## src/hw/rtl/sps_pkg.sv

```systemverilog
package sps_pkg;

  // ring depths; each ring holds one entry fewer than its depth
  localparam int RX_DEPTH = 16;
  localparam int TX_DEPTH = 16;
  localparam int RX_AW    = $clog2(RX_DEPTH);
  localparam int TX_AW    = $clog2(TX_DEPTH);

  localparam int OP_W   = 3;
  localparam int BYTE_W = 8;
  localparam int STAT_W = 4;
  localparam int CNT_W  = 4;

  typedef logic [OP_W-1:0]   op_t;
  typedef logic [BYTE_W-1:0] byte_t;
  typedef logic [STAT_W-1:0] stat_t;
  typedef logic [CNT_W-1:0]  cnt_t;

  // operation codes
  localparam op_t OP_HOST_WR = 3'd0;
  localparam op_t OP_HOST_RD = 3'd1;
  localparam op_t OP_RX_BYTE = 3'd2;
  localparam op_t OP_BREAK   = 3'd3;
  localparam op_t OP_FRAMING = 3'd4;
  localparam op_t OP_OVERRUN = 3'd5;
  localparam op_t OP_TX_POP  = 3'd6;
  localparam op_t OP_SERVICE = 3'd7;

  // status bit positions
  localparam int STAT_FRAMING = 0;
  localparam int STAT_OVERRUN = 1;
  localparam int STAT_BUSY    = 2;
  localparam int STAT_BREAK   = 3;

  // ring push/pop strobes
  typedef struct packed {
    logic  rx_push;
    logic  rx_pop;
    logic  tx_push;
    logic  tx_pop;
    byte_t wdata;
  } ring_ctl_t;

  // ring occupancy, current and after this cycle's strobes
  typedef struct packed {
    logic  rx_vacant;
    logic  rx_full;
    logic  tx_vacant;
    logic  tx_full;
    logic  rx_vacant_nxt;
    logic  tx_vacant_nxt;
    cnt_t  tx_count;
  } ring_stat_t;

  // events for the status block
  typedef struct packed {
    logic  refresh;
    logic  service;
    logic  set_framing;
    logic  set_overrun;
    logic  set_break;
    logic  rx_byte;
    byte_t data;
  } stat_evt_t;

endpackage

```

## src/hw/rtl/serial_port_fifo_status.sv

```systemverilog
// Serial port core: receive and transmit rings plus sticky line status.
// Every command beat (start high, busy low) gives exactly one result beat,
// marked by out_valid for a single cycle, once the command has passed the
// command register and the result register. The receiver cannot stall, so
// results must be captured when out_valid is high. busy is never raised: a
// new command may be issued every cycle, and each one sees the state left by
// the one before it. The ring update and status refresh happen as the command
// moves from the command register into the result register.
module serial_port_fifo_status (
  input  logic           clk,
  input  logic           rst_n,
  input  logic           start,
  output logic           busy,
  input  sps_pkg::op_t   in_op,
  input  sps_pkg::byte_t in_data_byte,
  output logic           out_valid,
  output sps_pkg::byte_t out_read_data,
  output sps_pkg::stat_t out_line_stat,
  output logic           out_rx_ready,
  output sps_pkg::cnt_t  out_tx_count,
  output logic           out_stat_changed,
  output sps_pkg::byte_t out_last_rx_byte
);
  import sps_pkg::*;

  // command register
  logic       cmd_vld_r;
  op_t        cmd_op_r;
  byte_t      cmd_data_r;

  // result register (read data is registered inside the rings)
  logic       res_vld_r;
  logic       res_chg_r;

  ring_ctl_t  ctl;
  ring_stat_t rs;
  stat_evt_t  evt;
  logic       changed;
  byte_t      rd_byte;
  logic       is_wr, is_rd, is_rxb, is_brk, is_frm, is_ovr, is_txp, is_svc;

  assign busy = 1'b0;

  always_ff @(posedge clk) begin
    if (!rst_n) begin
      cmd_vld_r <= 1'b0;
    end else begin
      cmd_vld_r <= start && !busy;
    end
  end

  always_ff @(posedge clk) begin
    if (start && !busy) begin
      cmd_op_r   <= in_op;
      cmd_data_r <= in_data_byte;
    end
  end

  // decode
  always_comb begin
    is_wr  = 1'b0;
    is_rd  = 1'b0;
    is_rxb = 1'b0;
    is_brk = 1'b0;
    is_frm = 1'b0;
    is_ovr = 1'b0;
    is_txp = 1'b0;
    is_svc = 1'b0;
    if (cmd_vld_r) begin
      unique case (cmd_op_r)
        OP_HOST_WR: is_wr  = 1'b1;
        OP_HOST_RD: is_rd  = 1'b1;
        OP_RX_BYTE: is_rxb = 1'b1;
        OP_BREAK:   is_brk = 1'b1;
        OP_FRAMING: is_frm = 1'b1;
        OP_OVERRUN: is_ovr = 1'b1;
        OP_TX_POP:  is_txp = 1'b1;
        OP_SERVICE: is_svc = 1'b1;
        default:    is_svc = 1'b0;
      endcase
    end
  end

  // ring strobes; full/empty cases simply drop the push or pop
  assign ctl.tx_push = is_wr  && !rs.tx_full;
  assign ctl.rx_pop  = is_rd  && !rs.rx_vacant;
  assign ctl.rx_push = is_rxb && !rs.rx_full;
  assign ctl.tx_pop  = is_txp && !rs.tx_vacant;
  assign ctl.wdata   = cmd_data_r;

  // a dropped host write and a tx pop leave the published status alone
  assign evt.refresh     = ctl.tx_push || is_rd || is_rxb || is_brk || is_frm || is_ovr;
  assign evt.service     = is_svc;
  assign evt.set_framing = is_frm;
  assign evt.set_overrun = is_ovr || (is_rxb && rs.rx_full);
  assign evt.set_break   = is_brk;
  assign evt.rx_byte     = is_rxb;
  assign evt.data        = cmd_data_r;

  sps_rings u_rings (
    .clk     (clk),
    .rst_n   (rst_n),
    .ctl     (ctl),
    .rs      (rs),
    .rd_byte (rd_byte)
  );

  sps_status u_status (
    .clk          (clk),
    .rst_n        (rst_n),
    .evt          (evt),
    .rs           (rs),
    .pub_stat     (out_line_stat),
    .pub_rx_ready (out_rx_ready),
    .last_rx_byte (out_last_rx_byte),
    .changed      (changed)
  );

  always_ff @(posedge clk) begin
    if (!rst_n) begin
      res_vld_r <= 1'b0;
    end else begin
      res_vld_r <= cmd_vld_r;
    end
  end

  always_ff @(posedge clk) begin
    res_chg_r <= changed;
  end

  // status, ready, count and last byte come straight from the state
  // registers, which hold the post-command values during the result beat
  assign out_valid        = res_vld_r;
  assign out_read_data    = rd_byte;
  assign out_stat_changed = res_chg_r;
  assign out_tx_count     = rs.tx_count;

endmodule

```

## src/hw/rtl/sps_rings.sv

```systemverilog
module sps_rings (
  input  logic                clk,
  input  logic                rst_n,
  input  sps_pkg::ring_ctl_t  ctl,
  output sps_pkg::ring_stat_t rs,
  output sps_pkg::byte_t      rd_byte
);
  import sps_pkg::*;

  byte_t            rx_mem [RX_DEPTH];
  byte_t            tx_mem [TX_DEPTH];
  logic [RX_AW-1:0] rx_rd_r, rx_wr_r, rx_rd_inc, rx_wr_inc, rx_rd_nxt, rx_wr_nxt;
  logic [TX_AW-1:0] tx_rd_r, tx_wr_r, tx_rd_inc, tx_wr_inc, tx_rd_nxt, tx_wr_nxt;
  logic [TX_AW:0]   tx_diff;
  byte_t            rdata_r;

  // wrapping increments (depth need not be a power of two)
  assign rx_rd_inc = (rx_rd_r == RX_AW'(RX_DEPTH - 1)) ? '0 : rx_rd_r + 1'b1;
  assign rx_wr_inc = (rx_wr_r == RX_AW'(RX_DEPTH - 1)) ? '0 : rx_wr_r + 1'b1;
  assign tx_rd_inc = (tx_rd_r == TX_AW'(TX_DEPTH - 1)) ? '0 : tx_rd_r + 1'b1;
  assign tx_wr_inc = (tx_wr_r == TX_AW'(TX_DEPTH - 1)) ? '0 : tx_wr_r + 1'b1;

  assign rx_rd_nxt = ctl.rx_pop  ? rx_rd_inc : rx_rd_r;
  assign rx_wr_nxt = ctl.rx_push ? rx_wr_inc : rx_wr_r;
  assign tx_rd_nxt = ctl.tx_pop  ? tx_rd_inc : tx_rd_r;
  assign tx_wr_nxt = ctl.tx_push ? tx_wr_inc : tx_wr_r;

  always_ff @(posedge clk) begin
    if (!rst_n) begin
      rx_rd_r <= '0;
      rx_wr_r <= '0;
      tx_rd_r <= '0;
      tx_wr_r <= '0;
    end else begin
      rx_rd_r <= rx_rd_nxt;
      rx_wr_r <= rx_wr_nxt;
      tx_rd_r <= tx_rd_nxt;
      tx_wr_r <= tx_wr_nxt;
    end
  end

  always_ff @(posedge clk) begin
    if (ctl.rx_push) begin
      rx_mem[rx_wr_r] <= ctl.wdata;
    end
    if (ctl.tx_push) begin
      tx_mem[tx_wr_r] <= ctl.wdata;
    end
  end

  // registered head read; empty ring reads return zero
  always_ff @(posedge clk) begin
    priority if (ctl.rx_pop) begin
      rdata_r <= rx_mem[rx_rd_r];
    end else if (ctl.tx_pop) begin
      rdata_r <= tx_mem[tx_rd_r];
    end else begin
      rdata_r <= '0;
    end
  end

  always_comb begin
    if (tx_wr_r >= tx_rd_r) begin
      tx_diff = {1'b0, tx_wr_r} - {1'b0, tx_rd_r};
    end else begin
      tx_diff = {1'b0, tx_wr_r} + (TX_AW + 1)'(TX_DEPTH) - {1'b0, tx_rd_r};
    end
  end

  assign rs.rx_vacant     = (rx_rd_r == rx_wr_r);
  assign rs.rx_full       = (rx_wr_inc == rx_rd_r);
  assign rs.tx_vacant     = (tx_rd_r == tx_wr_r);
  assign rs.tx_full       = (tx_wr_inc == tx_rd_r);
  assign rs.rx_vacant_nxt = (rx_rd_nxt == rx_wr_nxt);
  assign rs.tx_vacant_nxt = (tx_rd_nxt == tx_wr_nxt);
  assign rs.tx_count      = CNT_W'(tx_diff);
  assign rd_byte          = rdata_r;

endmodule

```

## src/hw/rtl/sps_status.sv

```systemverilog
module sps_status (
  input  logic               clk,
  input  logic               rst_n,
  input  sps_pkg::stat_evt_t evt,
  input  sps_pkg::ring_stat_t rs,
  output sps_pkg::stat_t     pub_stat,
  output logic               pub_rx_ready,
  output sps_pkg::byte_t     last_rx_byte,
  output logic               changed
);
  import sps_pkg::*;

  logic  framing_r, overrun_r, break_r, rdy_r;
  logic  framing_nxt, overrun_nxt, break_nxt, rdy_nxt;
  stat_t pub_r, pub_nxt, fresh;
  byte_t idr_r, idr_nxt;

  // sticky flags
  assign framing_nxt = framing_r | evt.set_framing;
  assign overrun_nxt = overrun_r | evt.set_overrun;
  assign break_nxt   = break_r   | evt.set_break;
  assign idr_nxt     = evt.rx_byte ? evt.data : idr_r;

  always_comb begin
    fresh               = '0;
    fresh[STAT_FRAMING] = framing_nxt;
    fresh[STAT_OVERRUN] = overrun_nxt;
    fresh[STAT_BUSY]    = !rs.tx_vacant_nxt;
    fresh[STAT_BREAK]   = break_nxt;
  end

  assign pub_nxt = (evt.refresh || evt.service) ? fresh : pub_r;
  assign rdy_nxt = evt.refresh ? !rs.rx_vacant_nxt : rdy_r;
  assign changed = evt.service && (fresh != pub_r);

  always_ff @(posedge clk) begin
    if (!rst_n) begin
      framing_r <= 1'b0;
      overrun_r <= 1'b0;
      break_r   <= 1'b0;
      rdy_r     <= 1'b0;
      pub_r     <= '0;
      idr_r     <= '0;
    end else begin
      framing_r <= framing_nxt;
      overrun_r <= overrun_nxt;
      break_r   <= break_nxt;
      rdy_r     <= rdy_nxt;
      pub_r     <= pub_nxt;
      idr_r     <= idr_nxt;
    end
  end

  assign pub_stat     = pub_r;
  assign pub_rx_ready = rdy_r;
  assign last_rx_byte = idr_r;

endmodule

```

## config.mk

```make
export PLATFORM = sky130hd
export DESIGN_NAME = serial_port_fifo_status
export DESIGN_NICKNAME = d
export VERILOG_FILES = /design/src/hw/rtl/sps_pkg.sv /design/src/hw/rtl/serial_port_fifo_status.sv /design/src/hw/rtl/sps_rings.sv /design/src/hw/rtl/sps_status.sv
export SDC_FILE = /design/constraint.sdc
export NUM_CORES = 1
export LEC_CHECK = 0
export BUFFER_PORTS_ARGS = -buffer_cell sky130_fd_sc_hd__buf_2
export CAP_MARGIN = 20
export CORE_ASPECT_RATIO = 0.75
export CORE_MARGIN = 8
export CORE_UTILIZATION = 55
export CTS_BUF_LIST = sky130_fd_sc_hd__clkbuf_16
export DETAILED_ROUTE_END_ITERATION = 8
export HOLD_SLACK_MARGIN = 0.06
export PLACE_DENSITY = 0.81
export SYNTH_ARGS = -nofsm -noshare
export SYNTH_HDL_FRONTEND = slang
export SYNTH_SLANG_ARGS = --single-unit
```

## constraint.sdc

```tcl
create_clock -name clk -period 4 [get_ports clk]
set_input_delay 0.8 -clock clk [delete_from_list [all_inputs] [get_ports clk]]
set_output_delay 0.8 -clock clk [all_outputs]
set_load 0.005 [all_outputs]
```

Yosys cells after proc, flatten, opt, wreduce, memory -nomap -nowiden
Memory sizes are Yosys's and may differ from the RTL's. A register that Yosys moved wholly into a read port is not among the register bits.
Index checks and enable logic that the tools add are counted.
{"block": "word_totals", "n_memories": 2, "regBits": 54, "word_cells": 100, "in_bits": 14, "ram_bits": 256, "out_inout_bits": 28}
{"name": "u_rings.rx_mem", "words": 16, "word_bits": 8, "read_ports": 1, "rd_clocked_by_memory_dff": 1, "write_ports": 1, "line": "sps_rings.sv:10", "source": "byte_t rx_mem [RX_DEPTH];"}
{"name": "u_rings.tx_mem", "words": 16, "word_bits": 8, "read_ports": 1, "rd_clocked_by_memory_dff": 1, "write_ports": 1, "line": "sps_rings.sv:11", "source": "byte_t tx_mem [TX_DEPTH];"}
{"block": "op_classes", "bitwise_logic": 3, "addsub": 7, "magnitude_cmp": 1, "reduce_logical": 20, "eq_ne": 18, "mux": 33}
{"operator": "4-bit 2-to-1 mux", "n": 11}
{"operator": "4-bit equality test", "n": 6}
{"operator": "4-bit by 1-bit adder with 4-bit output, second input constant", "n": 5}
{"operator": "1-bit 2-to-1 mux", "n": 20}
{"operator": "4-bit equality test, second input constant", "n": 4}
{"operator": "8-bit 2-to-1 mux", "n": 2}
{"operator": "3-bit equality test, second input constant", "n": 4}
{"operator": "4-bit subtractor", "n": 2}
{"operator": "1-bit logical OR", "n": 7}
{"operator": "3-bit by 2-bit equality test with 1-bit output, second input constant", "n": 2}
{"operator": "1-bit logical AND", "n": 6}
{"operator": "1-bit zero test", "n": 6}
{"operator": "4-bit >= comparator", "n": 1}
{"operator": "4-bit inequality test", "n": 1}
{"operator": "3-bit by 1-bit equality test with 1-bit output, second input constant", "n": 1}
{"operator": "3-bit zero test", "n": 1}
{"operator": "1-bit OR", "n": 3}

Longest topological paths before layout
Gate-level depths: netlist of the first run.
{"block": "logic_depth", "depth_word": 11, "mapped_depth": 13}

Modules after synthesis
Synthesis of the first run repeated with hierarchy kept, for this count alone.
{"block": "hier_totals", "cells_unflattened": 842, "hier_area_um2": 12754.7}
{"mod": "sps_rings", "cells_per_inst": 750, "n_inst": 1, "area_per_inst_um2": 11604.9}
{"mod": "sps_status", "cells_per_inst": 57, "n_inst": 1, "area_per_inst_um2": 630.6}
{"mod": "serial_port_fifo_status", "cells_per_inst": 35, "n_inst": 1, "area_per_inst_um2": 519.2}

Least setup slack after synthesis of the first run
OpenSTA, ideal clock, no wires.
{"block": "synth_timing", "path_kind": "register to register", "start": "register u_rings.tx_wr_r[1]", "end": "memory u_rings.tx_mem[1][0] (netlist bit), enable pin", "path_slack_ps": 1081, "required_time_ps": 3617, "stages_incl_launch_ff": 9, "path_buffers": 0, "t_arrival_ps": 2536, "cell_sequence": "dfxtp_1 > inv_1 > ha_1 > xor2_1 > a2111oi_4 > o211a_1 > nor2_1 > nand2_1 > nor3_1"}
{"block": "synth_between", "elab_chain_cells": 7, "word_cells_on_any_way": 8, "classes_between": "add/sub (1); eq/ne (2); mux (3); reduce/logical (2)"}
{"item": "start, declared", "line": "sps_rings.sv:13", "source": "logic [TX_AW-1:0] tx_rd_r, tx_wr_r, tx_rd_inc, tx_wr_inc, tx_rd_nxt, tx_wr_nxt;"}
{"item": "start signal, assigned", "line": "sps_rings.sv:38", "source": "tx_wr_r <= tx_wr_nxt;"}
{"item": "4-bit by 1-bit adder with 4-bit output / 4-bit equality test (equally long branches)", "line": "sps_rings.sv:21", "source": "assign tx_wr_inc = (tx_wr_r == TX_AW'(TX_DEPTH - 1)) ? '0 : tx_wr_r + 1'b1;"}
{"item": "4-bit 2-to-1 mux", "line": "sps_rings.sv:21"}
{"item": "4-bit equality test", "line": "sps_rings.sv:73", "source": "assign rs.tx_full = (tx_wr_inc == tx_rd_r);"}
{"item": "1-bit zero test", "line": "serial_port_fifo_status.sv:85", "source": "assign ctl.tx_push = is_wr && !rs.tx_full;"}
{"item": "1-bit logical AND", "line": "serial_port_fifo_status.sv:85"}
{"item": "1-bit 2-to-1 mux", "line": "sps_rings.sv:46", "source": "if (ctl.tx_push) begin"}
{"item": "1-bit 2-to-1 mux (not written as such)", "line": "sps_rings.sv:47", "source": "tx_mem[tx_wr_r] <= ctl.wdata;"}
{"item": "end, declared", "line": "sps_rings.sv:11"}
Several ways; a longest one is shown, not always the timed one.

Worst setup path after layout of the first run
{"block": "layout_timing", "start": "register u_rings.rx_wr_r[0]", "end": "memory u_rings.rx_mem[8][2] (netlist bit), enable pin"}
{"block": "layout_between", "elab_chain_cells": 7, "word_cells_on_any_way": 8, "classes_between": "add/sub (1); eq/ne (2); mux (3); reduce/logical (2)"}
{"item": "start, declared", "line": "sps_rings.sv:12", "source": "logic [RX_AW-1:0] rx_rd_r, rx_wr_r, rx_rd_inc, rx_wr_inc, rx_rd_nxt, rx_wr_nxt;"}
{"item": "start signal, assigned", "line": "sps_rings.sv:36", "source": "rx_wr_r <= rx_wr_nxt;"}
{"item": "4-bit by 1-bit adder with 4-bit output / 4-bit equality test (equally long branches)", "line": "sps_rings.sv:19", "source": "assign rx_wr_inc = (rx_wr_r == RX_AW'(RX_DEPTH - 1)) ? '0 : rx_wr_r + 1'b1;"}
{"item": "4-bit 2-to-1 mux", "line": "sps_rings.sv:19"}
{"item": "4-bit equality test", "line": "sps_rings.sv:71", "source": "assign rs.rx_full = (rx_wr_inc == rx_rd_r);"}
{"item": "1-bit zero test", "line": "serial_port_fifo_status.sv:87", "source": "assign ctl.rx_push = is_rxb && !rs.rx_full;"}
{"item": "1-bit logical AND", "line": "serial_port_fifo_status.sv:87"}
{"item": "1-bit 2-to-1 mux", "line": "sps_rings.sv:43", "source": "if (ctl.rx_push) begin"}
{"item": "1-bit 2-to-1 mux (not written as such)", "line": "sps_rings.sv:44", "source": "rx_mem[rx_wr_r] <= ctl.wdata;"}
{"item": "end, declared", "line": "sps_rings.sv:10"}
Several ways; a longest one is shown, not always the timed one.

==> flow_metrics.py, run 1 <==
metrics = {
    "status": {
        "status": "completed",
    },
    "grt": {
        "grt_usage": 0.1898,
        "grt_first_pass_wirelength_um": 41030,
        "antenna_found_initial": 0,
        "grt_pass1_vias": 6967,
        "grt_overflow": 0,
        "grt_max_degree": 38,
    },
    "sta": {
        "max_freq_mhz": 298.7,
        "drv_slew": 0,
        "timing.setup.tns_ps": 0,
        "rsz0062_at_grt": "no",
        "relSlewSlack": 0.4355,
        "hold_slack_ps": 434.7,
        "fin_crit_ps": 3348,
        "setup_violations": 0,
        "skew_ps": 9.875,
        "post-route-period-util": 0.8369,
        "hold_violations": 0,
        "worst_slack_ps": 652.2,
        "worst_pin_slew_ps": 841.6,
    },
    "layout": {
        "final_nets": 839,
        "area_delta_synth_final_pct": 12.35,
        "fin_area_um2": 14260,
        "regArea_um2": 8881,
        "drive_gt1_frac": 0.2425,
        "diodes": 0,
        "multiInputGateArea_um2": 3538,
        "fill_cells": 1593,
    },
    "clocking": {
        "root_buffer": "clkbuf_16",
        "insertion_delay_ps": 540,
        "clk_path_buf_depth": 3,
        "post-cts-setup-buffers": 0,
        "numCtsBuffers": 28,
        "path_clk_slew_ps": 60,
        "cts_tree": "yes",
        "clock_sinks": 310,
        "cts_resized": 0,
        "hold_buffers": 0,
        "htreeDepth": 1,
    },
    "logic_synthesis": {
        "netlist_instances": 749,
        "synth-edff-count": 267,
        "syn_avg_cell_area_um2": 16.94,
        "synth_fa_ha_area_frac": 0.01439,
        "ys_warn_count": 0,
        "synth-seq-cells": 310,
        "synth_compound_area_frac": 0.04289,
        "ys_async_sr_fraction": 0,
        "synth_top_family_by_area": "multiplexers",
        "seq_area_frac_synth": 0.6996,
        "synth_nets": 777,
        "synth-simple-area-share": 0.06014,
        "synth_flop_cell": "edfxtp_1",
        "ys_types": 67,
        "synth_mux_area_frac": 0.1417,
        "netlist_area_um2": 12690,
        "synth_xor_xnor_area_share": 0.01942,
    },
    "critical_path": {
        "start_kind": "flip-flop",
        "cp_max_fo": 10,
        "cp_data_required_time_ps": 4170,
        "reg2reg_from": "u_rings.rx_wr_r[0]",
        "r2r_end": "u_rings.rx_mem[8][2]",
        "critPathMostFrequentCell": "nor2_1",
        "slowest_stage": "nor2_1",
        "max_stage_delay_ps": 690,
        "reg2reg_depth": 8,
        "rrSetupSlack_ps": 650,
        "end_kind": "flip-flop",
        "cp_data_arrival_time_ps": 3510,
        "worst-path-buf-inv": 0,
        "path_class": "reg2reg",
        "cp_cell_sequence": "ha_1 -> a31oi_1 -> xor2_1 -> or3_1 -> a21oi_2 -> nor2_1 -> nand2_1 -> nor2_1",
        "critical-path-top-delay-family": "simple AND/OR/NAND/NOR gates",
    },
    "die": {
        "rows": 48,
        "fp.dieH_um": 147.6,
        "io_pins": 42,
        "die_w_um": 191.4,
        "die_area_um2": 28240,
        "core_um2": 22820,
        "initial_utilization": 0.5561,
    },
    "worst_hold_path": {
        "hold_path_class": "in2reg",
        "whs_path_depth": 1,
        "hp-start": "in_data_byte[7]",
        "holdPathEnd": "cmd_data_r[7]",
    },
    "power": {
        "p_switching_mw": 1.306,
        "seqPwrFrac": 0.569,
        "p_comb_frac": 0.036,
        "swShare": 0.2067,
        "cellLeakagePower_nw": 4.790,
        "p_int_mw": 5.014,
        "total_power_mw": 6.320,
        "power_frac_clock": 0.394,
        "powerDensity_nw_per_um2": 443.2,
        "irDropWorstVdd_mv": 0.2889,
    },
    "detailed_routing": {
        "vias": 7019,
        "avgRoutedWirePerCell_um": 24.06,
        "vias_per_cell": 6.195,
        "wl_um": 27260,
        "dr.pass1.iters": 7,
        "drtAntennaViolNets": 0,
        "drc": 0,
        "drt_iter0_drc": 781,
    },
    "job": {
        "drv_cap": 0,
    },
    "placed_design": {
        "place.gp.congestion": 0.8413,
        "pre_cts_ws_ps": 714.2,
        "dpl.hpwl_um": 17470,
        "placed_area_um2": 13340,
        "io_buffers": 40,
    },
}
## cells in the final DEF, fill, tap and decap left out, types with 3 or more instances in the layout
| master | netlist | layout |
|---|---|---|
| nand4_1 | 3 | 3 |
| o21ai_0 | 4 | 4 |
| clkinv_2 | 0 | 9 |
| nor3_1 | 15 | 15 |
| clkbuf_16 | 0 | 29 |
| nand2b_1 | 3 | 3 |
| and2_1 | 8 | 8 |
| inv_1 | 24 | 31 |
| buf_2 | 9 | 40 |
| o211ai_1 | 3 | 3 |
| dfxtp_1 | 43 | 41 |
| mux2i_1 | 12 | 12 |
| nor2_1 | 53 | 53 |
| o21a_1 | 3 | 3 |
| edfxtp_1 | 267 | 267 |
| a211oi_1 | 4 | 4 |
| a21oi_1 | 29 | 29 |
| buf_4 | 2 | 24 |
| clkinv_1 | 2 | 4 |
| ha_1 | 13 | 13 |
| mux4_2 | 72 | 72 |
| a21o_1 | 3 | 3 |
| xor2_1 | 8 | 8 |
| xnor2_1 | 13 | 13 |
| a31oi_1 | 3 | 3 |
| buf_16 | 0 | 4 |
| nand2_1 | 63 | 63 |
| o22ai_1 | 11 | 11 |
| or3_1 | 4 | 4 |
| nand3_1 | 4 | 4 |
| mux2_2 | 4 | 4 |
| inv_2 | 2 | 5 |
## per-layer routing
metal	track usage	routed length (um)
met5	0	0
met1	0.2894	11760
met3	0.04214	2736
met4	0.03648	393
met2	0.2794	12370
## through the flow
step,utilization,instances
after floorplan,-,749
after detailed placement,0.5843,1078
after global routing,0.6248,1133
final,0.6248,1133
after CTS,0.6217,1130
after global placement,0.5819,1076
## power groups by stage
stage                     Combinational [mW]  Clock [mW]  Sequential, mW
after floorplan                        0.114           0            3.66
after global placement                 0.174           0            3.69
after detailed placement               0.200           0            3.68
after CTS                              0.201        2.53            3.61
after global routing                   0.249        2.64            3.60
final                                  0.231        2.49            3.60
## synthesized netlist by cell type (3+ instances only)
| library cell | count | area, um^2 |
|---|---|---|
| nor2_1 | 53 | 198.9 |
| clkbuf_1 | 17 | 63.81 |
| o211ai_1 | 3 | 22.52 |
| a31oi_1 | 3 | 18.77 |
| edfxtp_1 | 267 | 8018 |
| mux2_2 | 4 | 45.04 |
| nand2_1 | 63 | 236.5 |
| and2_1 | 8 | 50.05 |
| ha_1 | 13 | 162.7 |
| buf_1 | 7 | 26.28 |
| inv_1 | 24 | 90.09 |
| mux2i_1 | 12 | 120.1 |
| a21o_1 | 3 | 22.52 |
| nand2b_1 | 3 | 18.77 |
| o22ai_1 | 11 | 68.82 |
| o21a_1 | 3 | 22.52 |
| xor2_1 | 8 | 70.07 |
| nor3_1 | 15 | 75.07 |
| o21ai_0 | 4 | 20.02 |
| mux4_2 | 72 | 1622 |
| nand3_1 | 4 | 20.02 |
| dfxtp_1 | 43 | 860.8 |
| nand4_1 | 3 | 18.77 |
| a21oi_1 | 29 | 145.1 |
| a211oi_1 | 4 | 30.03 |
| buf_2 | 9 | 45.04 |
| or3_1 | 4 | 25.02 |
| xnor2_1 | 13 | 113.9 |
## flip-flops by register name (all words and copies together), names as in the netlist, 3 cells and up
register / cells
cmd_op_r: 3
u_rings.tx_mem: 128
u_status.last_rx_byte: 8
u_rings.tx_rd_r: 4
u_rings.rx_mem: 128
u_rings.rd_byte: 8
u_rings.rx_wr_r: 4
cmd_data_r: 8
u_rings.tx_wr_r: 4
u_rings.rx_rd_r: 4
u_status.pub_stat: 4
## how the worst max path moves through the flow
stage / start / to / slack, ps / cells past startpoint
4_1_cts: u_rings.tx_wr_r[1] / u_rings.tx_mem[13][0] / 700 / 8
2_1_floorplan: u_rings.tx_wr_r[1] / u_rings.tx_mem[1][0] / 1080 / 8
6_report: u_rings.rx_wr_r[0] / u_rings.rx_mem[8][2] / 650 / 8
3_5_place_dp: u_rings.tx_wr_r[1] / u_rings.tx_mem[13][0] / 710 / 8
5_1_grt: u_rings.tx_wr_r[1] / u_rings.tx_mem[13][1] / 410 / 8
3_3_place_gp: u_rings.tx_wr_r[1] / u_rings.tx_mem[4][3] / 880 / 8
## cells by family (layout without fill, tap and decap cells)
| group | Yosys count | after routing |
|---|---|---|
| AND/OR/NAND/NOR | 167 | 167 |
| multiplexers | 89 | 89 |
| AO/OA/AOI/OAI | 79 | 79 |
| other | 1 | 1 |
| adder cells (fa/ha/maj) | 14 | 14 |
| XOR/XNOR | 24 | 24 |
| flip-flops | 310 | 310 |
| buffers and inverters | 65 | 149 |
## final cells by class
class / count / share of cell area
flip-flops and latches: 310 / 0.6228
multi-input cells: 374 / 0.2482
clock buffers: 29 / 0.05089
repair buffers: 69 / 0.03545
well taps: 300 / 0.02632
clock inverters: 23 / 0.008950
inverters: 28 / 0.007371
(Power assumes the default switching activity.)
==> run 2: changes to the inputs <==
--- a/config.mk
+++ b/config.mk
@@ -5,6 +5,7 @@
 export SDC_FILE = /design/constraint.sdc
 export NUM_CORES = 1
 export LEC_CHECK = 0
+export ABC_AREA = 1
 export BUFFER_PORTS_ARGS = -buffer_cell sky130_fd_sc_hd__buf_2
 export CAP_MARGIN = 20
 export CORE_ASPECT_RATIO = 0.75
@@ -13,7 +14,7 @@
 export CTS_BUF_LIST = sky130_fd_sc_hd__clkbuf_16
 export DETAILED_ROUTE_END_ITERATION = 8
 export HOLD_SLACK_MARGIN = 0.06
-export PLACE_DENSITY = 0.81
+export PLACE_DENSITY = 0.84
 export SYNTH_ARGS = -nofsm -noshare
 export SYNTH_HDL_FRONTEND = slang
 export SYNTH_SLANG_ARGS = --single-unit
==> constraint.sdc (replaced) <==
create_clock -name clk -period 2.8 [get_ports clk]
set_input_delay 0.56 -clock clk [delete_from_list [all_inputs] [get_ports clk]]
set_output_delay 0.56 -clock clk [all_outputs]
set_load 0.005 [all_outputs]
==> run 2 against run 1 <==
Compared with the run above:
- global-route usage is 1.6 points higher
- hold slack worse by 240 ps
- clock skew is 4.2 ps higher
- sequential power is 42% higher
- flip-flop and latch count stayed put
- sequential share of layout area is 1.4 points lower
- die area is 2.2% higher
- cell count is 30% higher
- largest cell class unchanged
- largest power group unchanged
==> flow_metrics.py, run 2 <==
metrics = {
    "status": {
        "status": "completed",
    },
    "critical_path": {
        "cp_cell_sequence": "inv_1 -> ha_1 -> fa_1 -> xnor2_1 -> buf_2",
        "start_kind": "flip-flop",
        "slowest_stage": "dfxtp_1",
        "cp_data_arrival_time_ps": 2140,
        "path_class": "reg2out",
        "max_stage_delay_ps": 450,
        "end_kind": "primary output",
        "cp_max_fo": 6,
        "cp_data_required_time_ps": 2240,
    },
    "job": {
        "drv_cap": 0,
    },
    "clocking": {
        "post-cts-setup-buffers": 0,
        "cts_tree": "yes",
        "numCtsBuffers": 29,
        "cts_resized": 0,
        "clk_path_buf_depth": 3,
        "path_clk_slew_ps": 60,
        "insertion_delay_ps": 540,
        "hold_buffers": 0,
        "root_buffer": "clkbuf_16",
        "htreeDepth": 1,
        "clock_sinks": 310,
    },
    "logic_synthesis": {
        "netlist.area_leader.share": 0.6167,
        "ys_warn_count": 0,
        "synth_area_leaders": "edfxtp_1 (62%), dfxtp_1 (6.6%), nor2_1 (5.8%), o21ai_0 (4.1%), nand2_1 (3.1%)",
        "synth_common_cells": "edfxtp_1 (267), nor2_1 (202), nand2_1 (109)",
        "ys_async_sr_fraction": 0,
        "netlist_area_um2": 13000,
        "syn_avg_cell_area_um2": 11.93,
        "seq_area_frac_synth": 0.6830,
        "ys_types": 46,
        "yosysMostFrequentCell": "edfxtp_1",
        "synth-edff-count": 267,
        "synth_flop_cell": "edfxtp_1",
        "synth-seq-cells": 310,
        "netlist_instances": 1090,
        "synth_top_cell_by_area": "edfxtp_1",
        "synth_nets": 1118,
    },
    "grt": {
        "gr-usage-met2": 0.2995,
        "grt_pass1_vias": 8594,
        "grtUsageMet1": 0.2963,
        "grt_usage": 0.2055,
        "grt_overflow": 0,
        "busiest_layer": "met2",
        "grt_max_degree": 68,
        "antenna_found_initial": 0,
        "grt_util_met3": 0.05591,
        "grt_first_pass_wirelength_um": 47250,
    },
    "sta": {
        "post-route-period-util": 0.9649,
        "fin_crit_ps": 2702,
        "drv_slew": 0,
        "rsz0062_at_grt": "no",
        "setup_violations": 0,
        "skew_ps": 14.05,
        "hold_violations": 0,
        "worst_pin_slew_ps": 871.9,
        "timing.setup.tns_ps": 0,
        "relSlewSlack": 0.4187,
        "max_freq_mhz": 370.1,
    },
    "power": {
        "power_frac_clock": 0.411,
        "irDropWorstVdd_mv": 0.5508,
        "seqPwrFrac": 0.558,
        "total_power_mw": 9.154,
        "cellLeakagePower_nw": 5.263,
        "powerDensity_nw_per_um2": 626.9,
        "p_int_mw": 7.292,
        "p_comb_frac": 0.030,
        "swShare": 0.2034,
        "p_switching_mw": 1.862,
    },
    "detailed_routing": {
        "drc": 0,
        "avgRoutedWirePerCell_um": 20.65,
        "dr.pass1.iters": 8,
        "vias": 8954,
        "vias_per_cell": 6.062,
        "drt_iter0_drc": 1456,
        "drtAntennaViolNets": 0,
        "wl_um": 30500,
    },
    "layout": {
        "final_nets": 1183,
        "layout_commonest_cell": "edfxtp_1",
        "biggestRegsByFlops": "u_rings.rx_mem (128), u_rings.tx_mem (128)",
        "fin_cells": 1477,
        "fill_cells": 1624,
        "area_delta_synth_final_pct": 12.32,
        "drive_gt1_frac": 0.1572,
        "diodes": 0,
        "final_cell_mix": "edfxtp_1 (267), nor2_1 (202), nand2_1 (109), o21ai_0 (107), buf_4 (49)",
    },
    "worst_hold_path": {
        "hold_path_class": "in2reg",
    },
    "die": {
        "die_w_um": 193.5,
        "fp.dieH_um": 149.1,
        "io_pins": 42,
        "rows": 48,
        "initial_utilization": 0.5622,
        "die_area_um2": 28860,
        "core_um2": 23120,
    },
    "placed_design": {
        "place_inst": 1424,
        "place.gp.congestion": 0.9208,
        "dpl.hpwl_um": 19120,
        "io_buffers": 40,
    },
}
-- run 2: routing by layer --
layer	up-vias	routed length, um
met5	-	0
met4	0	768
met3	82	4056
met2	609	12730
met1	4230	12940
li1	4033	-
-- run 2: path summary, 6_finish.rpt --
check | from | endpoint | slack [ps] | cells past startpoint
setup / recovery | u_rings.tx_wr_r[0] | out_tx_count[2] | 100 | 5
hold / removal | in_op[1] | cmd_op_r[1] | 190 | 1
setup reg to reg | u_rings.tx_wr_r[0] | u_rings.tx_mem[11][5] | 270 | 10
hold reg to reg | cmd_vld_r | out_valid | 470 | 2
-- run 2: power groups by stage --
stage	clock, mW	sequential (mW)	combinational, mW
after floorplan	0	5.23	0.115
after global placement	0	5.21	0.265
after detailed placement	0	5.21	0.272
after CTS	3.79	5.11	0.273
after global routing	3.94	5.11	0.300
final	3.77	5.11	0.278
-- run 2: kinds of logic (layout without fill, tap and decap cells) --
| kind of cell | Yosys count | count (layout) | share of synthesized area |
|---|---|---|---|
| AND/OR/NAND/NOR | 406 | 406 | 0.1377 |
| flip-flops | 310 | 310 | 0.6830 |
| AO/OA/AOI/OAI | 215 | 215 | 0.1015 |
| buffers and inverters | 112 | 199 | 0.03782 |
| XOR/XNOR | 17 | 17 | 0.01405 |
| multiplexers | 15 | 15 | 0.01155 |
| adder cells (fa/ha/maj) | 14 | 14 | 0.01405 |
| other | 1 | 1 | 0.0002885 |
-- run 2: through the flow --
stage                     hold WS, ps  cell area [um^2]  setup WS (ps)  utilization
after floorplan                 432.3             13000          381.2            -
after global placement          461.5             13690          439.1       0.5921
after detailed placement        464.8             13690          367.6       0.5921
after CTS                       172.8             14600          109.8       0.6314
after global routing            176.6             14600          23.78       0.6315
final                           192.3             14600          98.17       0.6315
-- run 2: final cells by class --
class	count	area [um^2]	share of cell area
Sequential cell	310	8884	0.6084
Multi-Input combinational cell	668	3630	0.2486
Clock buffer	29	725.7	0.04970
Timing Repair Buffer	90	588.1	0.04027
Tap cell	300	375.4	0.02571
Inverter	56	215.2	0.01474
Clock inverter	24	183.9	0.01260
-- run 2: worst max-delay path, delay by kind of cell (launching register included) --
kind	cells	cell delay (ps)
flops	1	450
buf+inv	2	300
fa+ha+maj	2	650
xor+xnor	1	200
==> run 3: changes to the inputs <==
--- a/config.mk
+++ b/config.mk
@@ -15,6 +15,7 @@
 export DETAILED_ROUTE_END_ITERATION = 8
 export HOLD_SLACK_MARGIN = 0.06
 export PLACE_DENSITY = 0.84
+export REMOVE_ABC_BUFFERS = 1
 export SYNTH_ARGS = -nofsm -noshare
 export SYNTH_HDL_FRONTEND = slang
 export SYNTH_SLANG_ARGS = --single-unit
==> run 3 against run 2 <==
Compared with the run above:
- first-iteration DRC count fell by 23%
- combinational power rose by 2%
- core utilization fell by 0.14 points
- cell count rose by 0.14%
- setup slack improved by 46 ps
- critical path depth did not move
- wire length rose by 1.5%
- die area did not move
- non-clock buffer count rose by 2
- largest cell class unchanged
- highest routed layer unchanged
==> flow_metrics.py, run 3 (synthesized netlist as in run 2, its figures left out) <==
metrics = {
    "clocking": {
        "insertion_delay_ps": 550,
        "clk_path_buf_depth": 3,
        "root_buffer": "clkbuf_16",
        "htreeDepth": 1,
        "cts_tree": "yes",
        "cts_resized": 0,
        "numCtsBuffers": 29,
        "clock_sinks": 310,
        "post-cts-setup-buffers": 0,
        "path_clk_slew_ps": 60,
        "hold_buffers": 0,
    },
    "sta": {
        "max_freq_mhz": 376.5,
        "setup_violations": 0,
        "rsz0062_at_grt": "no",
        "fin_crit_ps": 2656,
        "worst_pin_slew_ps": 651.7,
        "post-route-period-util": 0.9486,
        "drv_slew": 0,
        "relSlewSlack": 0.5639,
        "skew_ps": 13.96,
        "hold_violations": 0,
    },
    "placed_design": {
        "io_buffers": 40,
        "place.gp.congestion": 0.8761,
        "dpl.hpwl_um": 19340,
        "placed_area_um2": 13720,
    },
    "power": {
        "irDropWorstVdd_mv": 0.4723,
        "cellLeakagePower_nw": 5.266,
        "total_power_mw": 8.951,
        "powerDensity_nw_per_um2": 614.4,
    },
    "critical_path": {
        "crit_path_end": "out_tx_count[2]",
        "r2r_end": "u_rings.tx_mem[1][0]",
        "cp_data_arrival_time_ps": 2100,
        "reg2reg_from": "u_rings.tx_wr_r[0]",
        "start_kind": "flip-flop",
        "end_kind": "primary output",
        "cp_data_required_time_ps": 2240,
        "cp-startpoint": "u_rings.tx_wr_r[0]",
        "cp_max_fo": 6,
        "path_class": "reg2out",
        "reg2reg_depth": 12,
        "rrSetupSlack_ps": 180,
    },
    "grt": {
        "antenna_found_initial": 0,
        "grt_overflow": 0,
        "grt_first_pass_wirelength_um": 48200,
        "grt_usage": 0.2086,
        "grt_max_degree": 68,
        "grt_pass1_vias": 8680,
    },
    "detailed_routing": {
        "drt_iter0_drc": 1117,
        "vias_per_cell": 6.055,
        "avgRoutedWirePerCell_um": 20.93,
        "vias": 8956,
        "dr.pass1.iters": 8,
        "drc": 0,
        "wl_um": 30960,
        "drtAntennaViolNets": 0,
    },
    "die": {
        "core_um2": 23120,
        "rows": 48,
        "fp.dieH_um": 149.1,
        "die_area_um2": 28860,
        "io_pins": 42,
        "die_w_um": 193.5,
        "initial_utilization": 0.5622,
    },
    "layout": {
        "drive_gt1_frac": 0.1527,
        "final_cell_mix": "edfxtp_1 (267), nor2_1 (202), nand2_1 (109), o21ai_0 (107), inv_1 (51)",
        "diodes": 0,
        "final_nets": 1185,
        "layout_commonest_cell": "edfxtp_1",
        "fill_cells": 1692,
        "biggestRegsByFlops": "u_rings.rx_mem (128), u_rings.tx_mem (128)",
        "fin_area_um2": 14570,
        "area_delta_synth_final_pct": 12.07,
    },
    "job": {
        "drv_cap": 0,
    },
    "worst_hold_path": {
        "hold_path_class": "in2reg",
    },
    "status": {
        "status": "completed",
    },
}
run 3: cell types whose count changed in the layout (fill, tap and decap cells not counted):
cell / delta
dfxtp_2: -1
clkinv_2: -3
buf_12: +1
clkinv_1: +1
dfxtp_1: +1
buf_4: +1
bufinv_16: -2
inv_1: +5
inv_8: +1
clkinv_4: -2
run 3: cell type report:
class                   instances  area (um^2)  area share
well taps                     300        375.4     0.02576
flip-flops and latches        310         8882      0.6097
clock buffers                  29        725.7     0.04981
repair buffers                 92        615.6     0.04225
multi-input cells             668         3630      0.2491
clock inverters                24        125.1    0.008588
inverters                      56        215.2     0.01477
run 3: worst max-delay path, stage by stage (launching register included):
cell,delay (ps)
dfxtp_1,460
inv_1,160
ha_1,260
fa_1,390
xnor2_1,150
buf_2,130
run 3: worst min path at each step:
stage,start,end,cells after the start
global placement,cmd_vld_r,out_valid,2
detailed placement,cmd_vld_r,out_valid,2
CTS,in_data_byte[3],cmd_data_r[3],1
finish,in_data_byte[3],cmd_data_r[3],1
floorplan,cmd_vld_r,out_valid,2
global route,in_data_byte[5],cmd_data_r[5],1
run 3: power by group:
part | switching [mW] | internal [mW] | total (mW)
sequential | 0.0312 | 5.07 | 5.10
clock | 1.61 | 1.96 | 3.56
combinational | 0.212 | 0.0715 | 0.283
total | 1.85 | 7.10 | 8.95
run 3: through the flow:
stage	worst slack, ps	setup TNS, ps	util	cells	hold slack (ps)
floorplan	-842.1	-132040	-	1034	432.3
global placement	432.9	0	0.5933	1426	454.4
detailed placement	306.3	0	0.5933	1426	469.0
CTS	161.0	0	0.6301	1479	175.6
global route	23.74	0	0.6301	1479	178.3
finish	143.9	0	0.6301	1479	185.1
run 3: routing by layer:
metal,vias to the layer above,track usage,part of all wire
met4,0,0.05950,0.023
met2,534,0.3218,0.45
met5,-,0,0
li1,4030,-,-
met1,4327,0.3025,0.43
met3,65,0.03539,0.10
